--- src/hdl/isb_pkg.sv ---
package isb_pkg;

   localparam int DEPTH_DEFAULT = 64;
   localparam int WIDTH_DEFAULT = 32;

   localparam int ACTION_W = 2;
   localparam int POS_W    = 6;
   localparam int VALUE_W  = 32;
   localparam int COUNT_W  = 7;
   localparam int STATUS_W = 2;

   typedef enum logic [ACTION_W-1:0] {
      ACT_APPEND = 2'd0,
      ACT_INSERT = 2'd1,
      ACT_ERASE  = 2'd2,
      ACT_READ   = 2'd3
   } action_type;

   typedef enum logic [STATUS_W-1:0] {
      STS_DONE  = 2'd0,
      STS_FULL  = 2'd1,
      STS_RANGE = 2'd2
   } status_type;

   typedef enum logic [3:0] {
      ST_IDLE,
      ST_EXEC,
      ST_READ_WAIT,
      ST_DN_RD,
      ST_DN_WR,
      ST_UP_RD,
      ST_UP_WR,
      ST_PLACE,
      ST_FILL
   } state_type;

   typedef enum logic [1:0] {
      WA_CUR,
      WA_POS,
      WA_COUNT
   } waddr_sel_type;

   typedef enum logic [1:0] {
      WD_VALUE,
      WD_ZERO,
      WD_RDATA
   } wdata_sel_type;

   typedef enum logic [1:0] {
      RA_POS,
      RA_CUR_M1,
      RA_CUR_P1
   } raddr_sel_type;

   typedef enum logic [2:0] {
      CUR_HOLD,
      CUR_LOAD_COUNT,
      CUR_LOAD_POS,
      CUR_INC,
      CUR_DEC
   } cur_op_type;

   typedef enum logic [1:0] {
      CNT_HOLD,
      CNT_INC,
      CNT_DEC,
      CNT_POS_P1
   } cnt_op_type;

   typedef struct packed {
      logic          latch;
      logic          mem_we;
      waddr_sel_type wa_sel;
      wdata_sel_type wd_sel;
      raddr_sel_type ra_sel;
      cur_op_type    cur_op;
      cnt_op_type    cnt_op;
      logic          respond;
      status_type    rsp_code;
      logic          rsp_rdata;
   } cmd_type;

   typedef struct packed {
      action_type action;
      logic       full;
      logic       pos_lt_cnt;
      logic       pos_in_depth;
      logic       pos_p1_lt_cnt;
      logic       cur_eq_pos;
      logic       cur_m1_eq_pos;
      logic       dn_last;
   } sts_type;

endpackage

--- src/hdl/isb_ctrl.sv ---
module isb_ctrl (
   input  logic             clock,
   input  logic             reset,
   input  logic             start,
   input  isb_pkg::sts_type sts,
   output isb_pkg::cmd_type cmd,
   output logic             busy
);
   import isb_pkg::*;

   state_type state_ff, state_in;

   always_ff @(posedge clock) begin
      if (reset) begin
         state_ff <= ST_IDLE;
      end else begin
         state_ff <= state_in;
      end
   end

   assign busy = (state_ff != ST_IDLE);

   always_comb begin
      state_in = state_ff;
      case (state_ff)
         ST_IDLE: begin
            if (start) state_in = ST_EXEC;
         end
         ST_EXEC: begin
            state_in = ST_IDLE;
            case (sts.action)
               ACT_READ: begin
                  if (sts.pos_lt_cnt) state_in = ST_READ_WAIT;
               end
               ACT_ERASE: begin
                  if (sts.pos_lt_cnt && sts.pos_p1_lt_cnt) state_in = ST_DN_RD;
               end
               ACT_INSERT: begin
                  if (sts.pos_lt_cnt) begin
                     if (!sts.full) state_in = ST_UP_RD;
                  end else if (sts.pos_in_depth) begin
                     state_in = ST_FILL;
                  end
               end
               default: state_in = ST_IDLE;
            endcase
         end
         ST_READ_WAIT: state_in = ST_IDLE;
         ST_DN_RD:     state_in = ST_DN_WR;
         ST_DN_WR: begin
            state_in = sts.dn_last ? ST_IDLE : ST_DN_RD;
         end
         ST_UP_RD:     state_in = ST_UP_WR;
         ST_UP_WR: begin
            state_in = sts.cur_m1_eq_pos ? ST_PLACE : ST_UP_RD;
         end
         ST_PLACE:     state_in = ST_IDLE;
         ST_FILL: begin
            if (sts.cur_eq_pos) state_in = ST_IDLE;
         end
         default:      state_in = ST_IDLE;
      endcase
   end

   always_comb begin
      cmd           = '0;
      cmd.wa_sel    = WA_CUR;
      cmd.wd_sel    = WD_VALUE;
      cmd.ra_sel    = RA_POS;
      cmd.cur_op    = CUR_HOLD;
      cmd.cnt_op    = CNT_HOLD;
      cmd.rsp_code  = STS_DONE;
      case (state_ff)
         ST_IDLE: begin
            cmd.latch = start;
         end
         ST_EXEC: begin
            case (sts.action)
               ACT_APPEND: begin
                  cmd.respond = 1'b1;
                  if (sts.full) begin
                     cmd.rsp_code = STS_FULL;
                  end else begin
                     cmd.mem_we = 1'b1;
                     cmd.wa_sel = WA_COUNT;
                     cmd.wd_sel = WD_VALUE;
                     cmd.cnt_op = CNT_INC;
                  end
               end
               ACT_READ: begin
                  if (sts.pos_lt_cnt) begin
                     cmd.ra_sel = RA_POS;
                  end else begin
                     cmd.respond  = 1'b1;
                     cmd.rsp_code = STS_RANGE;
                  end
               end
               ACT_ERASE: begin
                  if (!sts.pos_lt_cnt) begin
                     cmd.respond  = 1'b1;
                     cmd.rsp_code = STS_RANGE;
                  end else if (sts.pos_p1_lt_cnt) begin
                     cmd.cur_op = CUR_LOAD_POS;
                  end else begin
                     cmd.cnt_op  = CNT_DEC;
                     cmd.respond = 1'b1;
                  end
               end
               ACT_INSERT: begin
                  if (sts.pos_lt_cnt ? sts.full : !sts.pos_in_depth) begin
                     cmd.respond  = 1'b1;
                     cmd.rsp_code = STS_FULL;
                  end else begin
                     cmd.cur_op = CUR_LOAD_COUNT;
                  end
               end
               default: cmd.respond = 1'b0;
            endcase
         end
         ST_READ_WAIT: begin
            cmd.respond   = 1'b1;
            cmd.rsp_rdata = 1'b1;
         end
         ST_DN_RD: begin
            cmd.ra_sel = RA_CUR_P1;
         end
         ST_DN_WR: begin
            cmd.mem_we = 1'b1;
            cmd.wa_sel = WA_CUR;
            cmd.wd_sel = WD_RDATA;
            cmd.cur_op = CUR_INC;
            if (sts.dn_last) begin
               cmd.cnt_op  = CNT_DEC;
               cmd.respond = 1'b1;
            end
         end
         ST_UP_RD: begin
            cmd.ra_sel = RA_CUR_M1;
         end
         ST_UP_WR: begin
            cmd.mem_we = 1'b1;
            cmd.wa_sel = WA_CUR;
            cmd.wd_sel = WD_RDATA;
            cmd.cur_op = CUR_DEC;
         end
         ST_PLACE: begin
            cmd.mem_we  = 1'b1;
            cmd.wa_sel  = WA_POS;
            cmd.wd_sel  = WD_VALUE;
            cmd.cnt_op  = CNT_INC;
            cmd.respond = 1'b1;
         end
         ST_FILL: begin
            cmd.mem_we = 1'b1;
            if (sts.cur_eq_pos) begin
               cmd.wa_sel  = WA_POS;
               cmd.wd_sel  = WD_VALUE;
               cmd.cnt_op  = CNT_POS_P1;
               cmd.respond = 1'b1;
            end else begin
               cmd.wa_sel = WA_CUR;
               cmd.wd_sel = WD_ZERO;
               cmd.cur_op = CUR_INC;
            end
         end
         default: cmd.respond = 1'b0;
      endcase
   end

endmodule

--- src/hdl/isb_datapath.sv ---
module isb_datapath #(
   parameter int DEPTH = isb_pkg::DEPTH_DEFAULT,
   parameter int WIDTH = isb_pkg::WIDTH_DEFAULT
) (
   input  logic                                clock,
   input  logic                                reset,
   input  logic        [isb_pkg::ACTION_W-1:0] req_action,
   input  logic        [isb_pkg::POS_W-1:0]    req_position,
   input  logic signed [isb_pkg::VALUE_W-1:0]  req_element_value,
   input  isb_pkg::cmd_type                    cmd,
   output isb_pkg::sts_type                    sts,
   output logic                                rsp_strobe,
   output logic signed [isb_pkg::VALUE_W-1:0]  rsp_read_value,
   output logic        [isb_pkg::COUNT_W-1:0]  rsp_element_count,
   output logic        [isb_pkg::STATUS_W-1:0] rsp_status
);
   import isb_pkg::*;

   localparam int AW    = (DEPTH > 1) ? $clog2(DEPTH) : 1;
   localparam int CW    = $clog2(DEPTH + 1);
   localparam int CMP_W = CW + POS_W + 1;
   localparam logic [CMP_W-1:0] DEPTH_C = CMP_W'(DEPTH);

   logic [WIDTH-1:0] mem [DEPTH];

   action_type       action_ff;
   logic [POS_W-1:0] pos_ff;
   logic [WIDTH-1:0] value_ff;
   logic [WIDTH-1:0] rdata_ff;
   logic [AW-1:0]    cur_ff, cur_in;
   logic [CW-1:0]    count_ff, count_in;

   logic                rsp_strobe_ff;
   logic [VALUE_W-1:0]  rsp_value_ff, rsp_value_in;
   logic [COUNT_W-1:0]  rsp_count_ff;
   logic [STATUS_W-1:0] rsp_status_ff;

   logic signed [63:0] req_ext;
   logic signed [63:0] rd_ext;
   logic [AW-1:0]      wa, ra, pos_a;
   logic [WIDTH-1:0]   wd;
   logic [CMP_W-1:0]   pos_c, cnt_c, cur_c;

   assign req_ext = req_element_value;
   assign rd_ext  = $signed(rdata_ff);
   assign pos_a   = AW'(pos_ff);
   assign pos_c   = CMP_W'(pos_ff);
   assign cnt_c   = CMP_W'(count_ff);
   assign cur_c   = CMP_W'(cur_ff);

   always_ff @(posedge clock) begin
      if (cmd.latch) begin
         action_ff <= action_type'(req_action);
         pos_ff    <= req_position;
         value_ff  <= req_ext[WIDTH-1:0];
      end
      cur_ff <= cur_in;
   end

   always_comb begin
      case (cmd.wa_sel)
         WA_CUR:   wa = cur_ff;
         WA_POS:   wa = pos_a;
         WA_COUNT: wa = AW'(count_ff);
         default:  wa = cur_ff;
      endcase
      case (cmd.wd_sel)
         WD_VALUE: wd = value_ff;
         WD_ZERO:  wd = '0;
         WD_RDATA: wd = rdata_ff;
         default:  wd = value_ff;
      endcase
      case (cmd.ra_sel)
         RA_POS:    ra = pos_a;
         RA_CUR_M1: ra = cur_ff - AW'(1);
         RA_CUR_P1: ra = cur_ff + AW'(1);
         default:   ra = pos_a;
      endcase
   end

   always_ff @(posedge clock) begin
      if (cmd.mem_we) mem[wa] <= wd;
      rdata_ff <= mem[ra];
   end

   always_comb begin
      case (cmd.cur_op)
         CUR_HOLD:       cur_in = cur_ff;
         CUR_LOAD_COUNT: cur_in = AW'(count_ff);
         CUR_LOAD_POS:   cur_in = pos_a;
         CUR_INC:        cur_in = cur_ff + AW'(1);
         CUR_DEC:        cur_in = cur_ff - AW'(1);
         default:        cur_in = cur_ff;
      endcase
      case (cmd.cnt_op)
         CNT_HOLD:   count_in = count_ff;
         CNT_INC:    count_in = count_ff + CW'(1);
         CNT_DEC:    count_in = count_ff - CW'(1);
         CNT_POS_P1: count_in = CW'(pos_c + CMP_W'(1));
         default:    count_in = count_ff;
      endcase
   end

   always_ff @(posedge clock) begin
      if (reset) begin
         count_ff <= '0;
      end else begin
         count_ff <= count_in;
      end
   end

   always_comb begin
      sts.action        = action_ff;
      sts.full          = (cnt_c >= DEPTH_C);
      sts.pos_lt_cnt    = (pos_c < cnt_c);
      sts.pos_in_depth  = (pos_c < DEPTH_C);
      sts.pos_p1_lt_cnt = ((pos_c + CMP_W'(1)) < cnt_c);
      sts.cur_eq_pos    = (cur_c == pos_c);
      sts.cur_m1_eq_pos = (cur_c == (pos_c + CMP_W'(1)));
      sts.dn_last       = ((cur_c + CMP_W'(2)) >= cnt_c);
   end

   assign rsp_value_in = cmd.rsp_rdata ? rd_ext[VALUE_W-1:0] : '0;

   always_ff @(posedge clock) begin
      if (reset) begin
         rsp_strobe_ff <= 1'b0;
      end else begin
         rsp_strobe_ff <= cmd.respond;
      end
      if (cmd.respond) begin
         rsp_value_ff  <= rsp_value_in;
         rsp_count_ff  <= COUNT_W'(count_in);
         rsp_status_ff <= cmd.rsp_code;
      end
   end

   assign rsp_strobe        = rsp_strobe_ff;
   assign rsp_read_value    = rsp_value_ff;
   assign rsp_element_count = rsp_count_ff;
   assign rsp_status        = rsp_status_ff;

endmodule

--- src/hdl/indexed_sequence_buffer.sv ---
// channel   | ports                                          | handshake
// ----------+------------------------------------------------+----------------------------
// request   | req_action, req_position, req_element_value    | start high, busy low
// response  | rsp_read_value, rsp_element_count, rsp_status  | rsp_strobe, one cycle
//
// An item is accepted when start is high and busy low; its result is on the ports in the
// first cycle with busy low again. Append, read, a failed request and erasing the last
// element move no data; insert before the end moves elements p..n-1 up, insert past the end
// zero-fills n..p-1, erase moves p+1..n-1 down. Each move is a memory read, then a write.
// Synchronous reset empties the sequence; memory contents are left as they are.
// The receiver cannot stall: rsp_strobe marks each result for exactly one cycle.
module indexed_sequence_buffer #(
   parameter int DEPTH = isb_pkg::DEPTH_DEFAULT,
   parameter int WIDTH = isb_pkg::WIDTH_DEFAULT
) (
   input  logic                                clock,
   input  logic                                reset,
   input  logic                                start,
   output logic                                busy,
   input  logic        [isb_pkg::ACTION_W-1:0] req_action,
   input  logic        [isb_pkg::POS_W-1:0]    req_position,
   input  logic signed [isb_pkg::VALUE_W-1:0]  req_element_value,
   output logic                                rsp_strobe,
   output logic signed [isb_pkg::VALUE_W-1:0]  rsp_read_value,
   output logic        [isb_pkg::COUNT_W-1:0]  rsp_element_count,
   output logic        [isb_pkg::STATUS_W-1:0] rsp_status
);
   import isb_pkg::*;

   cmd_type cmd;
   sts_type sts;

   isb_ctrl u_ctrl (
      .clock (clock),
      .reset (reset),
      .start (start),
      .sts   (sts),
      .cmd   (cmd),
      .busy  (busy)
   );

   isb_datapath #(
      .DEPTH (DEPTH),
      .WIDTH (WIDTH)
   ) u_datapath (
      .clock             (clock),
      .reset             (reset),
      .req_action        (req_action),
      .req_position      (req_position),
      .req_element_value (req_element_value),
      .cmd               (cmd),
      .sts               (sts),
      .rsp_strobe        (rsp_strobe),
      .rsp_read_value    (rsp_read_value),
      .rsp_element_count (rsp_element_count),
      .rsp_status        (rsp_status)
   );

   // an accepted item always raises busy in the following cycle
   a_accept_busy: assert property (@(posedge clock) disable iff (reset)
      (start && !busy) |=> busy)
      else $error("busy not raised after accept");

   // results come from a busy cycle, never back to back
   a_rsp_single: assert property (@(posedge clock) disable iff (reset)
      rsp_strobe |=> !rsp_strobe)
      else $error("response strobe held two cycles");

   a_rsp_from_busy: assert property (@(posedge clock) disable iff (reset)
      rsp_strobe |-> $past(busy))
      else $error("response without work");

   // a failed request never reports a read value
   a_fail_zero: assert property (@(posedge clock) disable iff (reset)
      (rsp_strobe && (rsp_status != STS_DONE)) |-> (rsp_read_value == '0))
      else $error("failed request returned data");

endmodule

--- config.mk ---
export PLATFORM = sky130hd
export DESIGN_NAME = indexed_sequence_buffer
export DESIGN_NICKNAME = d
export VERILOG_FILES = /design/src/hdl/isb_pkg.sv /design/src/hdl/isb_ctrl.sv /design/src/hdl/isb_datapath.sv /design/src/hdl/indexed_sequence_buffer.sv
export SDC_FILE = /design/constraint.sdc
export NUM_CORES = 2
export LEC_CHECK = 0
export ABC_CLOCK_PERIOD_IN_PS = 5600
export BUFFER_PORTS_ARGS = -buffer_cell sky130_fd_sc_hd__buf_2
export CAP_MARGIN = 20
export CELL_PAD_IN_SITES_DETAIL_PLACEMENT = 1
export CELL_PAD_IN_SITES_GLOBAL_PLACEMENT = 1
export CORE_MARGIN = 1
export CORE_UTILIZATION = 45
export CTS_CLUSTER_DIAMETER = 200
export DETAILED_ROUTE_END_ITERATION = 16
export PLACE_DENSITY = 0.74
export SLEW_MARGIN = 10
export SYNTH_ARGS = -nofsm -noshare
export SYNTH_HDL_FRONTEND = slang
export SYNTH_SLANG_ARGS = --single-unit
export TNS_END_PERCENT = 20
--- constraint.sdc ---
create_clock -name clock -period 5.6 [get_ports clock]
set_input_delay 0.28 -clock clock [delete_from_list [all_inputs] [get_ports clock]]
set_output_delay 0.28 -clock clock [all_outputs]
set_load 0.005 [all_outputs]
==> summary.md <==
| Metric | Value |
|---|---|
| RR Startpoint | u_ctrl.state_ff[0]$_SDFFE_PP0P_ |
| Via Count | 44450 |
| Drt drc | 8 |
| GP Congestion | 0.8558 |
| Distinct cells, synth | 68 |
| Final ANT Viol Nets | 0 |
| Leak | 31.19 nW |
| Worst R2R Path Depth | 10 |
| Layout Nets | 4499 |
| Final instance area | 97370 sq um |
| Met3 wire length | 20.36 mm |
| Setup violators final | 0 |
| Site Rows | 159 |
| Failing checks | DRC |
| Initial core utilization | 0.4526 |
| DP Area | 90120 sq um |
| Worst-Skew Late Latency | 0.88 ns |
| Max-slew headroom | 0.2614 |
| Clk slew on worst S/H paths | 0.07 ns |
| Max Cap Viol | 0 |
| Vias/cell | 6.273 |
| IO buf count | 85 |
| Clock power share | 0.397 |
| 1st-pass router iterations | 11 |
| Unrepaired setup endpoints after global routing | no |
| H-tree Lvls | 4 |
| Actual slew at the worst max-slew pin | 1.108 ns |
| Async S/R FF share, synth | 0 |
| Postcts setup bufs | 0 |
| Period utilization | 0.9156 |
| Crit path launch type | register |
| Commonest non-fill, non-tap cells in the layout | edfxtp_1 (2135), mux4_2 (489), nand2_1 (267) |
| Largest net degree at the start of global routing | 65 |
| Worst Path Required | 6.29 ns |
| Gate power share | 0.083 |
| Synth warn | 0 |
| Top FF cell, synth | edfxtp_1 |
| Net Count, Synth | 4164 |
| Syn avg cell area | 20.85 sq um |
| Switching pwr | 0.008209 W |
| Total Routing Usage GR | 0.2558 |
| TritonCTS clock tree | built |
| Peak VDD IR | 0.2540 mV |
| Die area | 190600 sq um |
| Core footprint | 187800 sq um |
| Seq pwr share | 0.521 |
| Area growth from synthesis to layout | 14.55% |
| Final Hold Viols | 0 |
| Hold depth | 2 |
| Dpl cells | 6654 |
| Critical-path cell list | nor2b_1 -> nand2_1 -> ha_1 -> nand2b_1 -> o21a_4 -> buf_4 -> mux4_2 -> and2_1 -> a211oi_1 -> nor4_1 |
| DRT met1 WL | 92.73 mm |
| Met2 WL post-DR | 120.2 mm |
| First-pass GRT wire length | 345.4 mm |
| Wire per inst | 34.47 microns |
| Setup_tns | 0 ns |
| Minimum hold slack | 0.1258 ns |
| Post-Syn Area | 85010 sq um |
| Hpwl dp | 140.3 mm |
| Number of synthesized flops with an enable pin | 2135 |
| CTS Root Cell | clkbuf_16 |
| Pre-CTS setup slack | 0.4997 ns |
| Hold Crit Start | req_element_value[30] |
| Resized cells post-CTS | 0 |
| Top routing layer in use | met4 |
| Share of layout cells above drive strength 1 | 0.2814 |
| I/O pin count | 86 |
| Worst-path fanout max | 31 |
| Slew Limit Fails | 0 |
| Post-Layout Cell Count | 7086 |
| Critical Path Start | u_ctrl.state_ff[0]$_SDFFE_PP0P_ |
| Worst setup EP type | register |
| DRT iter0 DRCs | 5964 |
| Yosys reg bits | 2179 |
| Routed WL | 244.2 mm |
| Sw Share | 0.2316 |
| Internal power | 0.02723 W |
| Chip Height | 436.6 microns |
| Critical path type | reg2reg |
| Vias in the first global route | 46240 |
| Die X | 436.6 microns |
| Peak Freq | 195.0 MHz |
| Clock Skew | 0.05628 ns |
| HP Class | in2reg |
| Clk sinks | 2179 |
| Outcome | finished, violations left |
| Commonest non-fill, non-tap cell in the layout | edfxtp_1 |
| Largest stage delay, worst path | 0.84 ns |
| P per Cell Area | 364.0 nW/um^2 |
| Largest buffer count on any clock path | 3 |
| Gr ovfl total | 0 |
| Final Critical Period | 5.128 ns |
| Initial antenna violation count | 7 |
| Synth Instances | 4078 |
| CP max-delay cell | a211oi_1 |
| Crit path DAT | 5.81 ns |
| Num CTS Buffers | 207 |
| Seq/Total Area, Yosys | 0.7646 |
| Setup WS post-layout | 0.4725 ns |
-- synth_stat cells, types with 4 or more instances --
library cell | count | share of area
edfxtp_1 | 2135 | 0.75
mux4_2 | 489 | 0.13
nand2_1 | 267 | 0.012
buf_2 | 111 | 0.0065
nor2_1 | 101 | 0.0045
mux2_2 | 96 | 0.013
mux2i_1 | 78 | 0.0092
o22ai_1 | 73 | 0.0054
clkbuf_1 | 57 | 0.0025
a22o_1 | 56 | 0.0058
a21oi_1 | 55 | 0.0032
nand3_1 | 53 | 0.0031
dfxtp_1 | 44 | 0.010
ha_1 | 42 | 0.0062
and3_1 | 41 | 0.0030
nor4_1 | 32 | 0.0024
buf_4 | 26 | 0.0023
inv_1 | 25 | 0.0011
o21ai_0 | 23 | 0.0014
xnor2_1 | 21 | 0.0022
nand2b_1 | 20 | 0.0015
a221oi_1 | 17 | 0.0018
nor3_1 | 16 | 0.00094
a211oi_1 | 14 | 0.0012
a22oi_1 | 14 | 0.0012
buf_1 | 12 | 0.00053
o211ai_1 | 12 | 0.0011
nor2b_1 | 11 | 0.00081
xor2_1 | 11 | 0.0011
and2_1 | 10 | 0.00074
buf_6 | 10 | 0.0013
a21o_1 | 9 | 0.00079
a31oi_1 | 9 | 0.00066
a311oi_1 | 8 | 0.00082
o31a_1 | 7 | 0.00072
o21a_1 | 6 | 0.00053
or4_1 | 6 | 0.00053
a221o_1 | 5 | 0.00059
nand4_1 | 5 | 0.00037
or3_1 | 5 | 0.00037
a2111oi_0 | 4 | 0.00041
o21ai_1 | 4 | 0.00024
o221ai_1 | 4 | 0.00041
-- cell families after synthesis --
logic type / share of synthesized area
xor+xnor: 0.003297
simple gates: 0.03094
flops: 0.7646
buf+inv: 0.01448
mux: 0.1516
fa+ha+maj: 0.006417
compound gates: 0.02867
-- worst max-delay path: cells and delay by family, from the launching register on --
kind	cells	cell delay, ns
AOI/OAI and AO/OA	2	1.59
buffers and inverters	1	0.56
and+or+nand+nor	5	1.03
adders and majority gates	1	0.55
muxes	1	0.59
DFF	1	0.61
-- per-stage QoR --
stage	util	power, W
global placement	0.4799	0.02154
floorplan	-	0.02044
global route	0.5185	0.03622
detailed placement	0.4799	0.02165
finish	0.5185	0.03544
CTS	0.5181	0.03553
-- repair_timing --
action,4_1_cts,5_1_grt
hold buffers,42,0
hold endpoints to repair,54,0
setup endpoints to repair,0,0
-- power by group through the flow --
| stage | combinational [W] | sequential [W] | clock, W |
|---|---|---|---|
| after floorplan | 0.00176 | 0.0187 | 0 |
| after global placement | 0.00276 | 0.0188 | 0 |
| after detailed placement | 0.00286 | 0.0188 | 0 |
| after CTS | 0.00291 | 0.0184 | 0.0142 |
| after global routing | 0.00307 | 0.0184 | 0.0147 |
| final | 0.00292 | 0.0184 | 0.0141 |
-- worst paths after layout --
path | endpoint | slack, ns
worst max-delay path | u_datapath.rdata_ff[10]$_DFF_P_ | 0.47
worst min-delay path | u_datapath.value_ff[30]$_DFFE_PP_ | 0.13
worst max register to register | u_datapath.rdata_ff[10]$_DFF_P_ | 0.47
worst min register to register | u_datapath.rsp_read_value[8]$_SDFFCE_PN0P_ | 0.61
-- per-layer routing --
layer  vias to the layer above  track usage
li1                      17630            -
met1                     23800       0.3367
met4                         0       0.1090
met5                         -            0
met2                      2540       0.4229
met3                       478      0.04169
-- sequential cells by signal, indices dropped and copies added, names as in the netlist --
| register | cells |
|---|---|
| u_ctrl.state_ff | 4 |
| u_datapath.action_ff | 2 |
| u_datapath.count_ff | 7 |
| u_datapath.cur_ff | 6 |
| u_datapath.mem | 2048 |
| u_datapath.pos_a | 6 |
| u_datapath.rdata_ff | 32 |
| u_datapath.rsp_element_count | 7 |
| u_datapath.rsp_read_value | 32 |
| u_datapath.rsp_status | 2 |
| u_datapath.rsp_strobe | 1 |
| u_datapath.value_ff | 32 |
-- layout make-up --
class / count / area [sq um]
clock buffers: 253 / 5436
repair buffers: 343 / 2998
well taps: 2495 / 3122
inverters: 25 / 93.84
clock inverters: 131 / 1328
fillers: 16670 / 90430
diodes: 3 / 7.507
flip-flops and latches: 2179 / 64990
multi-input cells: 1657 / 19390
Note: power is estimated with default switching activity, not from simulation.
